==> config.mk <==
export PLATFORM = sky130hd
export DESIGN_NAME = tvl2e_accum
export DESIGN_NICKNAME = d
export VERILOG_FILES = /design/src/sv/tvl2e_pkg.sv /design/src/sv/tvl2e_accum.sv
export SDC_FILE = /design/constraint.sdc
export NUM_CORES = 1
export LEC_CHECK = 0
export BUFFER_PORTS_ARGS = -buffer_cell sky130_fd_sc_hd__buf_2
export CAP_MARGIN = 20
export CORE_ASPECT_RATIO = 1.75
export CORE_MARGIN = 4
export CORE_UTILIZATION = 55
export CTS_CLUSTER_DIAMETER = 150
export DETAILED_ROUTE_END_ITERATION = 16
export PLACE_DENSITY = 0.88
export SYNTH_ARGS = -nofsm -noshare
export SYNTH_HDL_FRONTEND = slang
export SYNTH_SLANG_ARGS = --single-unit
==> constraint.sdc <==
create_clock -name clk -period 9.3 [get_ports clk]
set_input_delay 1.86 -clock clk [delete_from_list [all_inputs] [get_ports clk]]
set_output_delay 1.86 -clock clk [all_outputs]
set_load 0.03 [all_outputs]
==> src/sv/tvl2e_pkg.sv <==
// ----------------------------------------------------------------------------
// tvl2e_pkg
// Shared widths, reset values, register codes and pipeline control types of
// the anisotropic TV-L2 primal energy block.
// ----------------------------------------------------------------------------
package tvl2e_pkg;

  localparam int DEF_MAX_WIDTH  = 4096;
  localparam int DEF_MAX_HEIGHT = 4096;

  localparam int CFG_DIM_W  = 13;
  localparam int WEIGHT_W   = 16;
  localparam int NOISY_W    = 8;
  localparam int EST_W      = 17;
  localparam int ENERGY_W   = 63;
  localparam int APB_ADDR_W = 4;
  localparam int APB_DATA_W = 32;

  // |difference| and |residual| both fit EST_W bits unsigned
  localparam int MAG_W    = EST_W;
  localparam int SMOOTH_W = MAG_W + 1;
  localparam int SQ_W     = 2 * MAG_W;
  localparam int HALF_W   = MAG_W;
  localparam int PART_W   = WEIGHT_W + HALF_W;
  localparam int PROD_W   = WEIGHT_W + SQ_W;
  localparam int DATA_W   = PROD_W - 1;
  localparam int TERM_W   = DATA_W + 1;
  localparam int SUM_W    = ENERGY_W + 1;

  localparam logic [CFG_DIM_W-1:0] RST_IMAGE_WIDTH  = CFG_DIM_W'(640);
  localparam logic [CFG_DIM_W-1:0] RST_IMAGE_HEIGHT = CFG_DIM_W'(480);
  localparam logic [WEIGHT_W-1:0]  RST_DATA_WEIGHT  = WEIGHT_W'(256);

  localparam logic [ENERGY_W-1:0] ENERGY_MAX = {ENERGY_W{1'b1}};

  typedef enum logic [1:0] {
    REG_IMAGE_WIDTH  = 2'd0,
    REG_IMAGE_HEIGHT = 2'd1,
    REG_DATA_WEIGHT  = 2'd2
  } reg_index_t;

  typedef struct packed {
    logic valid;
    logic last;
    logic has_left;
    logic has_up;
  } pix_ctl_t;

endpackage

==> src/sv/tvl2e_accum.sv <==
// ----------------------------------------------------------------------------
// tvl2e_accum
// Saturating energy accumulator and output register; emits the image energy
// at the last pixel and restarts.
// ----------------------------------------------------------------------------
module tvl2e_accum (
  input  logic                              clk,
  input  logic                              rst,
  input  tvl2e_pkg::pix_ctl_t               term_ctl,
  input  logic [tvl2e_pkg::TERM_W-1:0]      term,
  output logic                              stall,
  output logic                              out_valid,
  input  logic                              out_ready,
  output logic [tvl2e_pkg::ENERGY_W-1:0]    out_energy,
  output logic                              out_overflowed
);

  logic [tvl2e_pkg::ENERGY_W-1:0] sum;
  logic                           flag;
  logic [tvl2e_pkg::SUM_W-1:0]    raw;
  logic                           ovf;
  logic [tvl2e_pkg::ENERGY_W-1:0] sum_sat;
  logic                           fire;

  always_comb begin
    raw     = tvl2e_pkg::SUM_W'(sum) + tvl2e_pkg::SUM_W'(term);
    ovf     = raw[tvl2e_pkg::SUM_W-1];
    sum_sat = ovf ? tvl2e_pkg::ENERGY_MAX : raw[tvl2e_pkg::ENERGY_W-1:0];
    stall   = term_ctl.valid && term_ctl.last && out_valid && !out_ready;
    fire    = term_ctl.valid && !stall;
  end

  always_ff @(posedge clk) begin
    if (rst) begin
      sum       <= '0;
      flag      <= 1'b0;
      out_valid <= 1'b0;
    end else begin
      if (out_valid && out_ready) begin
        out_valid <= 1'b0;
      end
      if (fire) begin
        if (term_ctl.last) begin
          out_valid <= 1'b1;
          sum       <= '0;
          flag      <= 1'b0;
        end else begin
          sum  <= sum_sat;
          flag <= flag | ovf;
        end
      end
    end
  end

  always_ff @(posedge clk) begin
    if (fire && term_ctl.last) begin
      out_energy     <= sum_sat;
      out_overflowed <= flag | ovf;
    end
  end

  a_flag_sticks_at_max: assert property (@(posedge clk) disable iff (rst)
    flag |-> sum == tvl2e_pkg::ENERGY_MAX)
    else $error("saturation flag set without a saturated sum");

  a_restart_after_emit: assert property (@(posedge clk) disable iff (rst)
    fire && term_ctl.last |=> sum == '0 && !flag)
    else $error("accumulator not cleared after image end");

endmodule

==> out/metrics.yaml <==
row_count: 58
clock_path_buffers: 2
synth-edff-count: 64
fmax_ghz: 0.199
die_x_um: 99.5
rrSetupSlack_ns: 5.49
fin_crit_ns: 5.03
p_total_uw: 1650
first_iter_violations: 512
rsz0062_at_grt: "false"
slowest_delay_ns: 0.58
area_delta_synth_final_pct: 15.9
worstPathCellList: "buf_2, ha_1, a21oi_1, o21ai_0, a31oi_1, o21ai_0, o211ai_1, a21oi_1, a21oi_4, buf_4, nand2_1, a22o_1"
portBuffers: 120
track_usage_pct: 27.3
grt_max_degree: 67
crit_slowest_cell: "a21oi_4"
setup_viol_count_final: 0
holdWs_ns: 0.460
start_util_pct: 56.0
cp.required_ns: 9.61
async_reset_ff_share_pct: 0
slew_headroom_pct: 35.9
die-area_mm2: 0.0167
post-cts-setup-buffer-count: 0
cap_violations: 0
nFillCells: 1186
antenna_left: 0
wl_um: 23000
grt_overflow: 0
via_count: 7535
antenna_found_initial: 0
path_max_fanout: 51
hold_viol: 0
cp-start-kind: "input pin"
clk_latency_ns: 0.42
synth_warnings: 0
cts_hold_buf: 0
cts-resized-gates: 0
cts_tree: "done"
worst_pin_slew_ns: 0.959
syn_avg_cell_area_um2: 8.98
hold_class: "register to register"
cts-root-buf: "clkbuf_16"
syn_inst: 897
grt_pass1_vias: 7508
cts_max_level: 4
ys_seq_area_share_pct: 40.0
endpoint_kind: "register"
fin_crit_sh_pct: 54.1
first_pass_iters: 7
drc_errors: 0
outcome: "finished clean"
clock_sinks: 129
powerDensity_mw_per_mm2: 177
tns_ns: 0
crit_arrival_ns: 5.35
wl_per_cell_um: 19.4
syn-cell-area_mm2: 0.00805
io_pins: 123
report.final.slew_viol_count: 0
cts-buffers-inserted: 17
ir_drop_v: 0.0000971
grt_pass1_wl_um: 36500
die_h_um: 168
synth_nets: 1005
synth_cell_types: 67
layout.nets: 1102
fp.coreArea_mm2: 0.0144
clk_pin_slew_worst_paths_ns: 0.06
place_hpwl_um: 16800
synth_ff_type: "dfxtp_1"
ys_seq_elements: 129
skew_ns: 0.0143
path_class: "input pin to register"
leakagePower_uw: 0.00402
drive_above_1_share_pct: 18.2
drt-vias-per-instance: 6.35
place.gp.congestion: 0.959
n_antenna_cell: 0
[worst max-delay path, delay by kind of cell]
kind | cells | cell delay (ns)
compound gates | 8 | 2.21
buf+inv | 2 | 0.66
simple gates | 1 | 0.19
fa+ha+maj | 1 | 0.40
[kinds of logic after synthesis]
group           share of synthesized area, %
mux                                    0.932
simple gates                            17.0
flops                                   40.0
compound gates                          24.9
xor+xnor                                5.66
buf+inv                                 3.50
fa+ha+maj                               8.02
[path summary, 6_finish.rpt]
check / from / to / cells after the start
setup / recovery: term[14] / sum[9] / 12
hold / removal: sum[4] / sum[4] / 2
setup reg to reg: sum[14] / sum[9] / 11
hold reg to reg: sum[4] / sum[4] / 2
[synth_stat cells, types with 4 or more instances]
cell type	instances	area, um^2
clkbuf_1	30	113
ha_1	50	626
o21bai_1	16	120
nor3_1	15	75.1
and2_1	5	31.3
nand3_1	18	90.1
mux2_2	4	45.0
buf_2	15	75.1
nor2b_1	4	25.0
o21a_1	5	37.5
o211ai_1	21	158
o311ai_0	9	78.8
a21oi_1	95	475
nor2_1	39	146
xor2_1	26	228
nand4_1	19	119
and3_1	10	62.6
edfxtp_1	64	1920
o21ai_0	43	215
dfxtp_1	65	1300
xnor2_1	26	228
or3_1	5	31.3
and4_1	4	35.0
nand2b_1	10	62.6
inv_1	22	82.6
a22o_1	25	219
a31o_2	4	35.0
nand2_1	143	537
a21o_1	35	263
a31oi_1	7	43.8
[sequential cells by signal, indices dropped and copies added, names as in the netlist]
| name | count |
|---|---|
| out_valid | 1 |
| out_overflowed | 1 |
| sum | 63 |
| flag | 1 |
| out_energy | 63 |
[through the flow]
step	std cells	setup slack (ns)	cell area [um^2]	util [%]
finish	1187	4.27	9330	64.9
global route	1187	4.07	9330	64.9
CTS	1187	4.33	9330	64.9
detailed placement	1155	3.98	8750	60.9
global placement	1155	3.98	8750	60.9
floorplan	897	3.71	8050	-
[cell usage in the layout (no fill, tap or decap), types with 4 or more instances in the layout]
cell type	synthesis	final
nand2_1	143	143
buf_2	15	120
a21oi_1	95	94
dfxtp_1	65	65
edfxtp_1	64	64
ha_1	50	50
o21ai_0	43	42
nor2_1	39	36
a21o_1	35	35
xor2_1	26	26
xnor2_1	26	26
a22o_1	25	25
inv_1	22	22
o211ai_1	21	21
nand4_1	19	19
nand3_1	18	18
clkbuf_16	0	17
o21bai_1	16	16
nor3_1	15	15
and3_1	10	10
nand2b_1	10	10
o311ai_0	9	9
a31oi_1	7	7
o21a_1	5	5
and2_1	5	5
or3_1	5	5
clkinv_2	0	5
buf_4	1	5
a31o_2	4	4
nor2b_1	4	4
and4_1	4	4
mux2_2	4	4
[metal layers]
metal	up-vias	global-route usage, %	wire length, um
met5	-	0	0
met3	110	4.23	1340
met4	0	16.2	1260
met2	356	49.9	12400
li1	3539	-	-
met1	3530	28.8	8060
[cell type report]
| class | count | area, um^2 | area share, % |
|---|---|---|---|
| clock buffers | 19 | 443 | 4.75 |
| inverters | 22 | 82.6 | 0.885 |
| repair buffers | 125 | 638 | 6.84 |
| well taps | 180 | 225 | 2.41 |
| flip-flops and latches | 129 | 3220 | 34.6 |
| clock inverters | 13 | 136 | 1.46 |
| multi-input cells | 699 | 4580 | 49.1 |
[power by group]
part           internal, uW  total, uW  switching (uW)  leakage, uW
combinational           114        334             220      0.00260
sequential              639        651            12.7      0.00113
clock                   402        663             261     0.000287
total                  1150       1650             495      0.00402
No activity file was read; power rests on OpenSTA's default activity.
