==> config.mk <==
export PLATFORM = sky130hd
export DESIGN_NAME = tvl2e_datapath
export DESIGN_NICKNAME = d
export VERILOG_FILES = /design/src/sv/tvl2e_pkg.sv /design/src/sv/tvl2e_datapath.sv
export SDC_FILE = /design/constraint.sdc
export NUM_CORES = 2
export LEC_CHECK = 0
export ABC_AREA = 1
export BUFFER_PORTS_ARGS = -buffer_cell sky130_fd_sc_hd__buf_2
export CAP_MARGIN = 40
export CORE_MARGIN = 10
export CORE_UTILIZATION = 45
export DETAILED_ROUTE_END_ITERATION = 16
export GPL_ROUTABILITY_DRIVEN = 0
export PLACE_DENSITY = 0.57
export SYNTH_ARGS = -nofsm -noshare
export SYNTH_HDL_FRONTEND = slang
export SYNTH_SLANG_ARGS = --single-unit
==> constraint.sdc <==
create_clock -name clk -period 14.45 [get_ports clk]
set_input_delay 0.7225 -clock clk [delete_from_list [all_inputs] [get_ports clk]]
set_output_delay 0.7225 -clock clk [all_outputs]
set_load 0.1 [all_outputs]
==> src/sv/tvl2e_pkg.sv <==
// ----------------------------------------------------------------------------
// tvl2e_pkg
// Shared widths, reset values, register codes and pipeline control types of
// the anisotropic TV-L2 primal energy block.
// ----------------------------------------------------------------------------
package tvl2e_pkg;

  localparam int DEF_MAX_WIDTH  = 4096;
  localparam int DEF_MAX_HEIGHT = 4096;

  localparam int CFG_DIM_W  = 13;
  localparam int WEIGHT_W   = 16;
  localparam int NOISY_W    = 8;
  localparam int EST_W      = 17;
  localparam int ENERGY_W   = 63;
  localparam int APB_ADDR_W = 4;
  localparam int APB_DATA_W = 32;

  // |difference| and |residual| both fit EST_W bits unsigned
  localparam int MAG_W    = EST_W;
  localparam int SMOOTH_W = MAG_W + 1;
  localparam int SQ_W     = 2 * MAG_W;
  localparam int HALF_W   = MAG_W;
  localparam int PART_W   = WEIGHT_W + HALF_W;
  localparam int PROD_W   = WEIGHT_W + SQ_W;
  localparam int DATA_W   = PROD_W - 1;
  localparam int TERM_W   = DATA_W + 1;
  localparam int SUM_W    = ENERGY_W + 1;

  localparam logic [CFG_DIM_W-1:0] RST_IMAGE_WIDTH  = CFG_DIM_W'(640);
  localparam logic [CFG_DIM_W-1:0] RST_IMAGE_HEIGHT = CFG_DIM_W'(480);
  localparam logic [WEIGHT_W-1:0]  RST_DATA_WEIGHT  = WEIGHT_W'(256);

  localparam logic [ENERGY_W-1:0] ENERGY_MAX = {ENERGY_W{1'b1}};

  typedef enum logic [1:0] {
    REG_IMAGE_WIDTH  = 2'd0,
    REG_IMAGE_HEIGHT = 2'd1,
    REG_DATA_WEIGHT  = 2'd2
  } reg_index_t;

  typedef struct packed {
    logic valid;
    logic last;
    logic has_left;
    logic has_up;
  } pix_ctl_t;

endpackage

==> src/sv/tvl2e_datapath.sv <==
// ----------------------------------------------------------------------------
// tvl2e_datapath
// Per-pixel energy term: smoothness differences plus lambda/2 times the
// squared data residual, in six registered stages.
// ----------------------------------------------------------------------------
module tvl2e_datapath (
  input  logic                                 clk,
  input  logic                                 rst,
  input  logic                                 advance,
  input  tvl2e_pkg::pix_ctl_t                  in_ctl,
  input  logic [tvl2e_pkg::NOISY_W-1:0]        in_noisy,
  input  logic signed [tvl2e_pkg::EST_W-1:0]   in_est,
  input  logic signed [tvl2e_pkg::EST_W-1:0]   in_left,
  input  logic signed [tvl2e_pkg::EST_W-1:0]   above,
  input  logic [tvl2e_pkg::WEIGHT_W-1:0]       data_weight,
  output tvl2e_pkg::pix_ctl_t                  term_ctl,
  output logic [tvl2e_pkg::TERM_W-1:0]         term
);

  localparam int EW = tvl2e_pkg::EST_W;
  localparam int MW = tvl2e_pkg::MAG_W;

  tvl2e_pkg::pix_ctl_t c1, c2, c3, c4, c5;

  logic signed [EW-1:0]                  u1, left1;
  logic [tvl2e_pkg::NOISY_W-1:0]         f1;
  logic [tvl2e_pkg::SMOOTH_W-1:0]        smooth2, smooth3, smooth4, smooth5;
  logic [MW-1:0]                         absr2;
  logic [tvl2e_pkg::SQ_W-1:0]            sq3;
  logic [tvl2e_pkg::PART_W-1:0]          plo4, phi4;
  logic [tvl2e_pkg::DATA_W-1:0]          data5;

  logic signed [EW:0]                    d_left, d_up, resid;
  logic [MW-1:0]                         a_left, a_up, a_resid;
  logic [tvl2e_pkg::SMOOTH_W-1:0]        smooth_sum;
  logic [tvl2e_pkg::PROD_W-1:0]          prod;

  always_comb begin
    d_left  = (EW+1)'(u1) - (EW+1)'(left1);
    d_up    = (EW+1)'(u1) - (EW+1)'(above);
    resid   = $signed({2'b0, f1, 8'b0}) - (EW+1)'(u1);
    a_left  = d_left[EW] ? MW'(-d_left) : MW'(d_left);
    a_up    = d_up[EW] ? MW'(-d_up) : MW'(d_up);
    a_resid = resid[EW] ? MW'(-resid) : MW'(resid);
    smooth_sum = (c1.has_left ? tvl2e_pkg::SMOOTH_W'(a_left) : '0)
               + (c1.has_up ? tvl2e_pkg::SMOOTH_W'(a_up) : '0);
    prod = {phi4, {tvl2e_pkg::HALF_W{1'b0}}} + tvl2e_pkg::PROD_W'(plo4);
  end

  always_ff @(posedge clk) begin
    if (rst) begin
      c1 <= '0;
      c2 <= '0;
      c3 <= '0;
      c4 <= '0;
      c5 <= '0;
      term_ctl <= '0;
    end else if (advance) begin
      c1 <= in_ctl;
      c2 <= c1;
      c3 <= c2;
      c4 <= c3;
      c5 <= c4;
      term_ctl <= c5;
    end
  end

  always_ff @(posedge clk) begin
    if (advance) begin
      u1      <= in_est;
      left1   <= in_left;
      f1      <= in_noisy;
      smooth2 <= smooth_sum;
      absr2   <= a_resid;
      sq3     <= absr2 * absr2;
      smooth3 <= smooth2;
      plo4    <= data_weight * sq3[tvl2e_pkg::HALF_W-1:0];
      phi4    <= data_weight * sq3[tvl2e_pkg::SQ_W-1:tvl2e_pkg::HALF_W];
      smooth4 <= smooth3;
      data5   <= prod[tvl2e_pkg::PROD_W-1:1];
      smooth5 <= smooth4;
      term    <= tvl2e_pkg::TERM_W'(data5)
               + tvl2e_pkg::TERM_W'({smooth5, 16'b0});
    end
  end

endmodule

==> metrics list <==
- Combined global-route utilization of all metal layers: 20.0%
- In this run the critical register-to-register path is captured at phi4[25]$_DFFE_PP_.
- Hold Buf Count CTS: 0
* Tightest Hold Check Type: in -> reg
- For this configuration, the core starts out at a cell density of 45.4%.
- Static timing analysis puts the maximum clock frequency at 159 MHz.
* Resized cells post-CTS: 0
- Critical path capture point: phi4[25]$_DFFE_PP_
* Commonest non-fill, non-tap cell in the layout: inv_1
* Synth Instances: 5295
- In this run the critical register-to-register path is launched from sq3[27]$_DFFE_PP_.
- Worst Setup End Kind: register
- Total of buffers placed on input and output ports: 135
- The tree is rooted in a clkbuf_16.
- After floorplanning, the core was sized to cover 98400 um2.
* Crit path arrival time: 6.66 ns
- The worst setup path is of the reg -> reg kind.
- OpenSTA, run right after detailed placement, puts the worst setup slack at 7.78 ns.
- Critical path launch point: sq3[27]$_DFFE_PP_
* Total number of yosys warnings: 0
- Synthesis inferred 352 register bits.
- Setup repair after global routing missed its margin: false
* Post-synthesis async set-or-reset flop share: 0%
- Number of enable-type register cells in the synthesized netlist: 328
- The number of antenna diodes in the final layout is 0.
- Width of the chip: 335 um
* Buffers inserted by post-CTS timing repair: 0
* Cell Area, Synth: 44600 um2
* Number of detailed-route iterations in the first pass: 5
- Pin slew with the least headroom to its limit: 0.905 ns
* Maximum fanout along the worst path: 16
- In this run, distinct cell masters in the synthesized netlist total 53.
- After clock tree synthesis, the clock-pin slew on the worst setup and hold paths is 0.06 ns.
- Ratio of final minimum period to clock period: 43.6%
* Detailed-route wire length per cell: 16.8 um
* Setup TNS: 0 ns
- Final-report max-slew violation count: 0
* Most used cells in the layout excluding fill and tap cells: inv_1 (1366), nand2_1 (1261), fa_1 (603)
- The wire-length estimate of the detail-placed layout is 89.2 mm.
* Area added between synthesis and finish: 7.53%
* Height of the die: 335 um
- The number of cells on the worst reg-to-reg path is 20.
- Number of fill cells in the layout: 9576
- Hold Worst Slack: 0.295 ns
- Portion of the post-synthesis area used by sequential elements: 23.1%
* Hold Violations, Final: 0
- The clock net in this run drives a total of 352 sinks.
- Final-report setup violation count: 0
* DR vias: 32.7k
- Total detailed-routing wirelength: 111 mm
* Number of antenna violations at the first check in global routing: 1
* Floorplan row count: 115
* Number of buffers added by the clock tree synthesis step: 41
* Clock tree from TritonCTS: built
- Pin count of the biggest net entering global routing: 77
- Die Outline Area: 112000 um2
- Proportion of layout cells with a drive suffix above 1: 5.06%
* Clock Skew: 0.0519 ns
* Most frequently used flop master after synthesis: edfxtp_1
- Final Util: 48.8%
- After the first detailed-routing iteration, the DRC count stood at 2035.
- The first global-routing pass estimated 180 mm of wire.
* Area contributors post-synth: fa_1 (27%), edfxtp_1 (22%), ha_1 (12%)
* Overflow after GRT: 0
- STA classifies the critical path startpoint as a register.
- The H-tree was split into 2 levels.
* DR DRC count: 0
- Worst setup margin: 8.15 ns
- The run finished with clean final reports.
- The net count of the finished layout is 6420.
- The count of nets left with antenna violations once routing finished came out at 0.
* Number of top-level pins: 136
- After detailed routing, the number of vias per cell comes to 4.93.
- Max cap viols: 0
* FF-to-FF setup slack: 8.15 ns
- Clock latency on the worst-skew pair, taken at its later pin, is 0.62 ns.
* Clock Path Buffers: 3
- The via count of the first global-routing pass came to 34.0k.
- Share of the synthesized area in the top cell type: 27.0%
* Post-layout min period: 6.30 ns
- Post-synthesis average cell area: 8.43 um2
- Worst EP required: 14.82 ns
- Measured against its own limit, the worst slew margin works out to 39.7%.
- Dominant cell type by area after synthesis: fa_1
## cell families after synthesis
group / share of synthesized area (%)
AOI/OAI and AO/OA: 5.53
and+or+nand+nor: 15.6
xor gates and xnor gates: 3.92
adders and majority gates: 38.7
other: 0.0168
DFF: 23.1
buffers and inverters: 13.1
## sequential cells by signal, summed over array words and instances, names as in the netlist, 8 cells and up
| signal | cells |
|---|---|
| absr2 | 17 |
| data5 | 49 |
| f1 | 8 |
| left1 | 17 |
| phi4 | 33 |
| plo4 | 32 |
| smooth2 | 18 |
| smooth3 | 18 |
| smooth4 | 18 |
| smooth5 | 18 |
| sq3 | 33 |
| term | 50 |
| u1 | 17 |
## synthesized netlist by cell type, types with 76 or more instances
library cell  number
clkbuf_1         170
fa_1             603
a21oi_1          229
nand3_1          127
nand2_1         1261
nor2_1           216
xnor2_1           76
xor2_1           118
edfxtp_1         328
inv_1           1366
o21ai_0           96
ha_1             416
## layer usage
| metal | part of all wire (%) | global-route usage, % |
|---|---|---|
| met2 | 48 | 34.4 |
| met3 | 4.6 | 2.45 |
| met5 | 0 | 0 |
| met1 | 45 | 26.5 |
| met4 | 2.4 | 5.26 |
## stage by stage
stage / cell area (um2) / cells
CTS: 48000 / 6638
global route: 48000 / 6638
global placement: 46300 / 6555
floorplan: 44700 / 5301
finish: 48000 / 6638
detailed placement: 46500 / 6563
## cell type report
class | count | area, um2 | area share [%]
clock inverters | 25 | 352 | 0.733
clock buffers | 50 | 1110 | 2.32
inverters | 1377 | 5170 | 10.8
well taps | 1287 | 1610 | 3.36
flip-flops and latches | 352 | 10300 | 21.5
repair buffers | 153 | 956 | 1.99
multi-input cells | 3394 | 28500 | 59.3
## worst max-delay path, stage by stage, from the launching register on
cell and delay (ns):
edfxtp_1 0.86, nand2_1 0.18, fa_1 0.53, fa_1 0.54, inv_1 0.05, fa_1 0.50, inv_1 0.05, fa_1 0.55
fa_1 0.44, fa_1 0.51, inv_1 0.05, ha_1 0.34, nand2_1 0.17, inv_1 0.15, nand2_1 0.06, o21ai_1 0.34
nand4_1 0.21, o21ai_1 0.29, a21oi_1 0.10, nand2_1 0.07, nand2_1 0.05
## worst min path at each step
stage,from,to,cells after the start
final,in_est[13],u1[13]$_DFFE_PP_,1
after detailed placement,plo4[4]$_DFFE_PP_,data5[3]$_DFFE_PP_,0
after global placement,plo4[3]$_DFFE_PP_,data5[2]$_DFFE_PP_,0
after floorplan,plo4[1]$_DFFE_PP_,data5[0]$_DFFE_PP_,0
after global routing,in_left[9],left1[9]$_DFFE_PP_,1
after CTS,in_est[13],u1[13]$_DFFE_PP_,1
Power is not shown: default switching activity piles up to over one toggle a cycle in this logic, so the estimate is an artifact.
